## src/rtl/spq_pkg.sv

```systemverilog
// Shared types and constants for the sorted priority queue.
package spq_pkg;

   // operation codes
   localparam logic [1:0] OP_ENQUEUE = 2'd0;
   localparam logic [1:0] OP_DEQUEUE = 2'd1;
   localparam logic [1:0] OP_CLEAR   = 2'd2;

   localparam int DEFAULT_SIZE = 16;
   localparam int DATA_W       = 32;
   localparam int OPCODE_W     = 2;
   localparam int OCC_W        = 5;

   // per-cycle command broadcast along the cell row
   typedef struct packed {
      logic                     enq;
      logic                     deq;
      logic signed [DATA_W-1:0] value;
   } spq_ctrl_type;

endpackage

```

## src/rtl/spq_cell.sv

```systemverilog
// One compare-and-shift cell of the sorted row.
module spq_cell
   import spq_pkg::*;
#(
   parameter int COUNT_W = 5,
   parameter int INDEX   = 0
) (
   input  logic                     clock,
   input  spq_ctrl_type             ctrl,
   input  logic [COUNT_W-1:0]       count,
   input  logic signed [DATA_W-1:0] left_entry,
   input  logic                     left_greater,
   input  logic signed [DATA_W-1:0] right_entry,
   output logic signed [DATA_W-1:0] entry,
   output logic                     greater
);

   logic signed [DATA_W-1:0] entry_ff;
   logic signed [DATA_W-1:0] entry_in;
   logic                     occupied;
   logic                     at_free;

   // occupancy of this slot follows from the count
   assign occupied = COUNT_W'(INDEX) < count;
   assign at_free  = count == COUNT_W'(INDEX);
   assign greater  = occupied && (entry_ff > ctrl.value);
   assign entry    = entry_ff;

   // enqueue: shift up behind the insertion point; dequeue: shift down
   always_comb begin
      entry_in = entry_ff;
      priority if (ctrl.enq) begin
         if (left_greater) begin
            entry_in = left_entry;
         end else if (greater || at_free) begin
            entry_in = ctrl.value;
         end
      end else if (ctrl.deq) begin
         entry_in = right_entry;
      end
   end

   always_ff @(posedge clock) begin
      entry_ff <= entry_in;
   end

endmodule

```

## src/rtl/sorted_priority_queue.sv

```systemverilog
// Sorted priority queue: a row of compare-and-shift cells with status tracking.
// The result strobes in the cycle after the item is taken on start.
// Throughput: one item per cycle; busy is always low, since every cell updates
//   in the same cycle from its own compare and its neighbours' entries.
// Reset: synchronous; empties the queue (count, smallest, largest to zero).
// Entries are not cleared; the receiver cannot stall results.
module sorted_priority_queue
   import spq_pkg::*;
#(
   parameter int SIZE = DEFAULT_SIZE
) (
   input  logic                       clock,
   input  logic                       reset,
   input  logic                       start,
   output logic                       busy,
   input  logic [OPCODE_W-1:0]        req_opcode,
   input  logic signed [DATA_W-1:0]   req_value,
   output logic                       rsp_strobe,
   output logic                       rsp_accepted,
   output logic                       rsp_refused_full,
   output logic signed [DATA_W-1:0]   rsp_smallest,
   output logic signed [DATA_W-1:0]   rsp_largest,
   output logic [OCC_W-1:0]           rsp_occupancy,
   output logic                       rsp_is_empty,
   output logic                       rsp_is_full
);

   localparam int COUNT_W = $clog2(SIZE + 1);
   localparam logic [COUNT_W-1:0] FULL_COUNT = COUNT_W'(SIZE);
   localparam logic [COUNT_W-1:0] ONE_COUNT  = COUNT_W'(1);

   logic [COUNT_W-1:0]       count_ff, count_in;
   logic signed [DATA_W-1:0] smallest_ff, smallest_in;
   logic signed [DATA_W-1:0] largest_ff, largest_in;
   logic                     strobe_ff;
   logic                     accepted_ff, accepted_in;
   logic                     refused_ff, refused_in;

   logic                     is_enq, is_deq, is_clr;
   logic                     enq_ok, deq_ok;
   logic                     empty, full;
   spq_ctrl_type             ctrl;

   logic signed [DATA_W-1:0] cell_entry [SIZE];
   logic                     cell_greater [SIZE];

   assign busy  = 1'b0;
   assign empty = count_ff == '0;
   assign full  = count_ff == FULL_COUNT;

   // decode the item
   assign is_enq = start && (req_opcode == OP_ENQUEUE);
   assign is_deq = start && (req_opcode == OP_DEQUEUE);
   assign is_clr = start && (req_opcode == OP_CLEAR);
   assign enq_ok = is_enq && !full;
   assign deq_ok = is_deq && !empty;

   assign ctrl.enq   = enq_ok;
   assign ctrl.deq   = deq_ok;
   assign ctrl.value = req_value;

   // cell row
   for (genvar i = 0; i < SIZE; i++) begin : g_cell
      logic signed [DATA_W-1:0] left_e;
      logic                     left_g;
      logic signed [DATA_W-1:0] right_e;
      if (i == 0) begin : g_first
         assign left_e = req_value;
         assign left_g = 1'b0;
      end else begin : g_mid
         assign left_e = cell_entry[i-1];
         assign left_g = cell_greater[i-1];
      end
      if (i == SIZE - 1) begin : g_last
         assign right_e = cell_entry[i];
      end else begin : g_inner
         assign right_e = cell_entry[i+1];
      end
      spq_cell #(
         .COUNT_W (COUNT_W),
         .INDEX   (i)
      ) u_cell (
         .clock        (clock),
         .ctrl         (ctrl),
         .count        (count_ff),
         .left_entry   (left_e),
         .left_greater (left_g),
         .right_entry  (right_e),
         .entry        (cell_entry[i]),
         .greater      (cell_greater[i])
      );
   end

   // count and end-value tracking; both ends read zero when empty
   always_comb begin
      count_in    = count_ff;
      smallest_in = smallest_ff;
      largest_in  = largest_ff;
      priority if (enq_ok) begin
         count_in = count_ff + ONE_COUNT;
         if (empty || (req_value < smallest_ff)) begin
            smallest_in = req_value;
         end
         if (empty || (req_value > largest_ff)) begin
            largest_in = req_value;
         end
      end else if (deq_ok) begin
         count_in = count_ff - ONE_COUNT;
         if (count_ff == ONE_COUNT) begin
            smallest_in = '0;
            largest_in  = '0;
         end else begin
            smallest_in = cell_entry[1];
         end
      end else if (is_clr) begin
         count_in    = '0;
         smallest_in = '0;
         largest_in  = '0;
      end
   end

   assign accepted_in = enq_ok || deq_ok || is_clr;
   assign refused_in  = is_enq && full;

   always_ff @(posedge clock) begin
      if (reset) begin
         count_ff    <= '0;
         smallest_ff <= '0;
         largest_ff  <= '0;
         strobe_ff   <= 1'b0;
         accepted_ff <= 1'b0;
         refused_ff  <= 1'b0;
      end else begin
         count_ff    <= count_in;
         smallest_ff <= smallest_in;
         largest_ff  <= largest_in;
         strobe_ff   <= start;
         accepted_ff <= accepted_in;
         refused_ff  <= refused_in;
      end
   end

   // result ports reflect the queue after the last item
   assign rsp_strobe       = strobe_ff;
   assign rsp_accepted     = accepted_ff;
   assign rsp_refused_full = refused_ff;
   assign rsp_smallest     = smallest_ff;
   assign rsp_largest      = largest_ff;
   assign rsp_occupancy    = OCC_W'(count_ff);
   assign rsp_is_empty     = empty;
   assign rsp_is_full      = full;

`ifndef SYNTHESIS
   a_count_bound: assert property (@(posedge clock) disable iff (reset)
      count_ff <= FULL_COUNT)
      else $error("count beyond queue size");

   a_empty_zero: assert property (@(posedge clock) disable iff (reset)
      empty |-> (smallest_ff == '0) && (largest_ff == '0))
      else $error("end values not zero while empty");

   a_order: assert property (@(posedge clock) disable iff (reset)
      !empty |-> smallest_ff <= largest_ff)
      else $error("smallest above largest");

   a_strobe: assert property (@(posedge clock) disable iff (reset)
      start |=> rsp_strobe)
      else $error("no result for accepted item");

   a_refused: assert property (@(posedge clock) disable iff (reset)
      rsp_refused_full |-> full && !rsp_accepted && rsp_strobe)
      else $error("refusal without full queue");
`endif

endmodule
```

## config.mk

```make
export PLATFORM = sky130hd
export DESIGN_NAME = sorted_priority_queue
export DESIGN_NICKNAME = d
export VERILOG_FILES = /design/src/rtl/spq_pkg.sv /design/src/rtl/spq_cell.sv /design/src/rtl/sorted_priority_queue.sv
export SDC_FILE = /design/constraint.sdc
export NUM_CORES = 2
export LEC_CHECK = 0
export BUFFER_PORTS_ARGS = -buffer_cell sky130_fd_sc_hd__buf_2
export CAP_MARGIN = 20
export CORE_ASPECT_RATIO = 1.75
export CORE_UTILIZATION = 45
export DETAILED_ROUTE_END_ITERATION = 8
export PLACE_DENSITY_LB_ADDON = 0.3
export SLEW_MARGIN = 40
export SYNTH_ARGS = -nofsm -noshare
export SYNTH_HDL_FRONTEND = slang
export SYNTH_SLANG_ARGS = --single-unit
```

## constraint.sdc

```tcl
create_clock -name clock -period 6.8 [get_ports clock]
set_clock_uncertainty 0.15 [all_clocks]
set_input_delay 1.02 -clock clock [delete_from_list [all_inputs] [get_ports clock]]
set_output_delay 1.02 -clock clock [all_outputs]
set_load 0.05 [all_outputs]
```

==> results_dict.tcl <==
set metrics [dict create \
    slew_violations 0 \
    stdcell_count 5397 \
    root_buffer "clkbuf_16" \
    arrival_ns 5.10 \
    grt_pass1_wl_um 243500 \
    yosysTopAreaCell "edfxtp_1" \
    viasPerCell 6.770 \
    overflow 0 \
    cts_tree "done" \
    clk_path_buf_depth 3 \
    max-cap-violations 0 \
    relSlewSlack_pct 38.12 \
    start_kind "primary input" \
    cpLargestDelayFamily "buffers and inverters" \
    antenna_found_initial 4 \
    fin_nets 4785 \
    status "finished clean" \
    path_buf_inv 5 \
    hp-start "rsp_smallest[4]$_SDFFE_PP0P_" \
    die_w_um 229.4 \
    vdd_drop_max_uv 192.2 \
    crit_top_cell "buf_4" \
    tns_ns 0 \
    slowest_delay_ns 0.69 \
    post-cts-setup-buffers 0 \
    ys_top_cells_by_count "ha_1, edfxtp_1, nand2_1" \
    cts.sinks 584 \
    drt-wirelength-per-cell_um 31.54 \
    ys_seq_area_share_pct 41.29 \
    coreArea_sq_um 89440 \
    ys_top_cells_by_area "edfxtp_1, ha_1, a221o_1, nand2_1, a21oi_1" \
    power_leakage_uw 0.01784 \
    drtIter0Drc 3570 \
    path_class "in -> reg" \
    hold_path_class "reg -> reg" \
    period_share_pct 72.81 \
    path_cells "buf_2 -> inv_1 -> buf_4 -> ha_1 -> nand4_1 -> or3_1 -> a21oi_1 -> o41ai_1 -> and4b_1 -> buf_4 -> nor2_1 -> a41oi_4 -> buf_4" \
    synthFlopType "edfxtp_1" \
    dpl.hpwl_um 128200 \
    min_period_ns 4.951 \
    power_uw 9356 \
    hold_buffers 0 \
    ff2ff_setup_slack_ns 2.14 \
    crit_required_ns 6.95 \
    dp_cells 5280 \
    worst_pin_slew_ns 0.9282 \
    postRouteAntennaNets 0 \
    worstReg2RegEnd "rsp_smallest[3]$_SDFFE_PP0P_" \
    routed-via-count 36540 \
    synth_edf_count 512 \
    fill_cells 8304 \
    dieArea_sq_um 91770 \
    drcViolationCount 0 \
    powerDensity_nw_per_um2 206.2 \
    r2r_cells 10 \
    path_clk_slew_ns 0.06 \
    cts_made_buffers 59 \
    max_freq_ghz 0.2020 \
    grt_usage_pct 36.51 \
    numPortBuffers 110 \
    htreeDepth 2 \
    crit_path_top_delay_cell "o41ai_1" \
    whs_path_depth 2 \
    synth_cell_types 71 \
    grt_max_degree 89 \
    yosysWarnings 0 \
    place.gp.congestion 1.004 \
    synth_fp_nets 4707 \
    rows 145 \
    firstDrtPassIters 7 \
    critPathMaxFanout 32 \
    r2r-start "rsp_smallest[13]$_SDFFE_PP0P_" \
    synth_top_area_share_pct 37.75 \
    synth.cell_area_sq_um 40730 \
    clkLatencyLatePin_ns 0.70 \
    cts_resized 0 \
    yosysMostFrequentCell "ha_1" \
    rsz0062_at_grt "no" \
    hold_viol 0 \
    die_height_um 400.0 \
    finalWirelength_um 170200 \
    setup_viol 0 \
    area_growth_pct 11.42 \
    syn_inst 4090 \
    async_flop_share_pct 0 \
    grt_pass1_vias 36200 \
    drive_gt1_share_pct 10.62 \
    syn_avg_cell_area_sq_um 9.959 \
    end_kind "flip-flop" \
    initial_utilization_pct 45.54 \
    holdPathEnd "rsp_smallest[4]$_SDFFE_PP0P_" \
    ios 112 \
    ys_ff_latch 584 \
]
-- where the power goes --
group          internal, uW  total [uW]  switching [uW]
combinational           581        1710            1130
clock                  1810        3380            1580
sequential             4100        4260             165
-- flip-flops by register name, indices dropped and copies added, names as in the netlist --
register	flops
rsp_smallest	32
rsp_largest	32
rsp_occupancy	5
rsp_strobe	1
rsp_refused_full	1
rsp_accepted	1
g_cell.u_cell.entry	512
-- through the flow --
step                      area, sq um  setup slack [ns]  utilization (%)  hold WS (ns)
after floorplan                 40730             1.080                -        0.3998
after global placement          43350             1.338            48.47        0.3364
after detailed placement        43440             1.315            48.56        0.3535
after CTS                       45320             1.998            50.67        0.3632
after global routing            45380             1.820            50.74        0.3780
final                           45380             1.849            50.74        0.3629
-- cell families (layout without fill, tap and decap cells) --
family / Yosys count / after routing / share of synthesized area [%]
adders and majority gates: 580 / 580 / 17.82
DFF: 584 / 584 / 41.29
and+or+nand+nor: 1247 / 1247 / 13.77
muxes: 70 / 70 / 2.012
AOI/OAI and AO/OA: 1222 / 1222 / 21.25
buffers and inverters: 385 / 514 / 3.834
xor gates and xnor gates: 1 / 1 / 0.02151
other: 1 / 3 / 0.009207
-- layout make-up --
class,instances,area [sq um],share of cell area (%)
Antenna cell,2,5.005,0.01103
Clock buffer,81,1650,3.636
Clock inverter,31,235.2,0.5183
Inverter,143,536.8,1.183
Multi-Input combinational cell,3121,22830,50.31
Sequential cell,584,16820,37.05
Tap cell,1176,1471,3.242
Timing Repair Buffer,259,1838,4.050
-- per-layer routing --
| layer | wire, um | vias to the layer above | global-route usage (%) |
|---|---|---|---|
| met2 | 82230 | 2016 | 63.15 |
| met5 | 25 | - | 0 |
| met3 | 11440 | 841 | 5.518 |
| met1 | 55150 | 17640 | 36.59 |
| met4 | 21400 | 4 | 37.63 |
| li1 | - | 16040 | - |
-- worst min-delay path, cell delays in order (launching register included) --
cell and delay [ns]:
dfxtp_1 0.31, inv_1 0.08, a211oi_1 0.07
-- layout by cell type, fill, tap and decap left out, drive strengths merged, types with 4 or more instances in the layout --
cell     Yosys  routed
or4          7       7
and2        10      10
clkbuf     149      81
o211a        4       4
nand3       71      71
o41ai        4       4
a31oi       19      19
a21oi      305     305
a21boi       4       4
mux2i        6       6
o21a        16      16
ha         580     580
edfxtp     512     512
dfxtp       72      72
nor3       120     120
nand4      116     116
a41oi        5       5
nor4        15      15
a211oi      79      79
inv        143     144
a2111oi      6       6
buf         93     259
a22oi      127     127
o21ai      195     195
nor2b       54      54
and4        16      16
a21o        93      93
nand2b       5       5
clkinv       0      27
nor2       320     320
o22ai        4       4
a221o      263     263
o211ai      56      56
o31ai        5       5
nand2      491     491
mux2        64      64
a221oi      17      17
or3          9       9
-- worst max path at each step --
stage	start	end	slack, ns	cells past startpoint
2_1_floorplan	req_value[21]	g_cell[5].u_cell.entry[0]$_DFFE_PP_	1.08	12
3_5_place_dp	req_value[10]	g_cell[3].u_cell.entry[24]$_DFFE_PP_	1.31	13
3_3_place_gp	req_value[10]	g_cell[3].u_cell.entry[4]$_DFFE_PP_	1.34	13
5_1_grt	req_value[10]	g_cell[3].u_cell.entry[7]$_DFFE_PP_	1.82	13
4_1_cts	req_value[10]	g_cell[3].u_cell.entry[7]$_DFFE_PP_	2.00	13
6_report	req_value[10]	g_cell[3].u_cell.entry[7]$_DFFE_PP_	1.85	13
No activity file was read; power rests on OpenSTA's default activity.
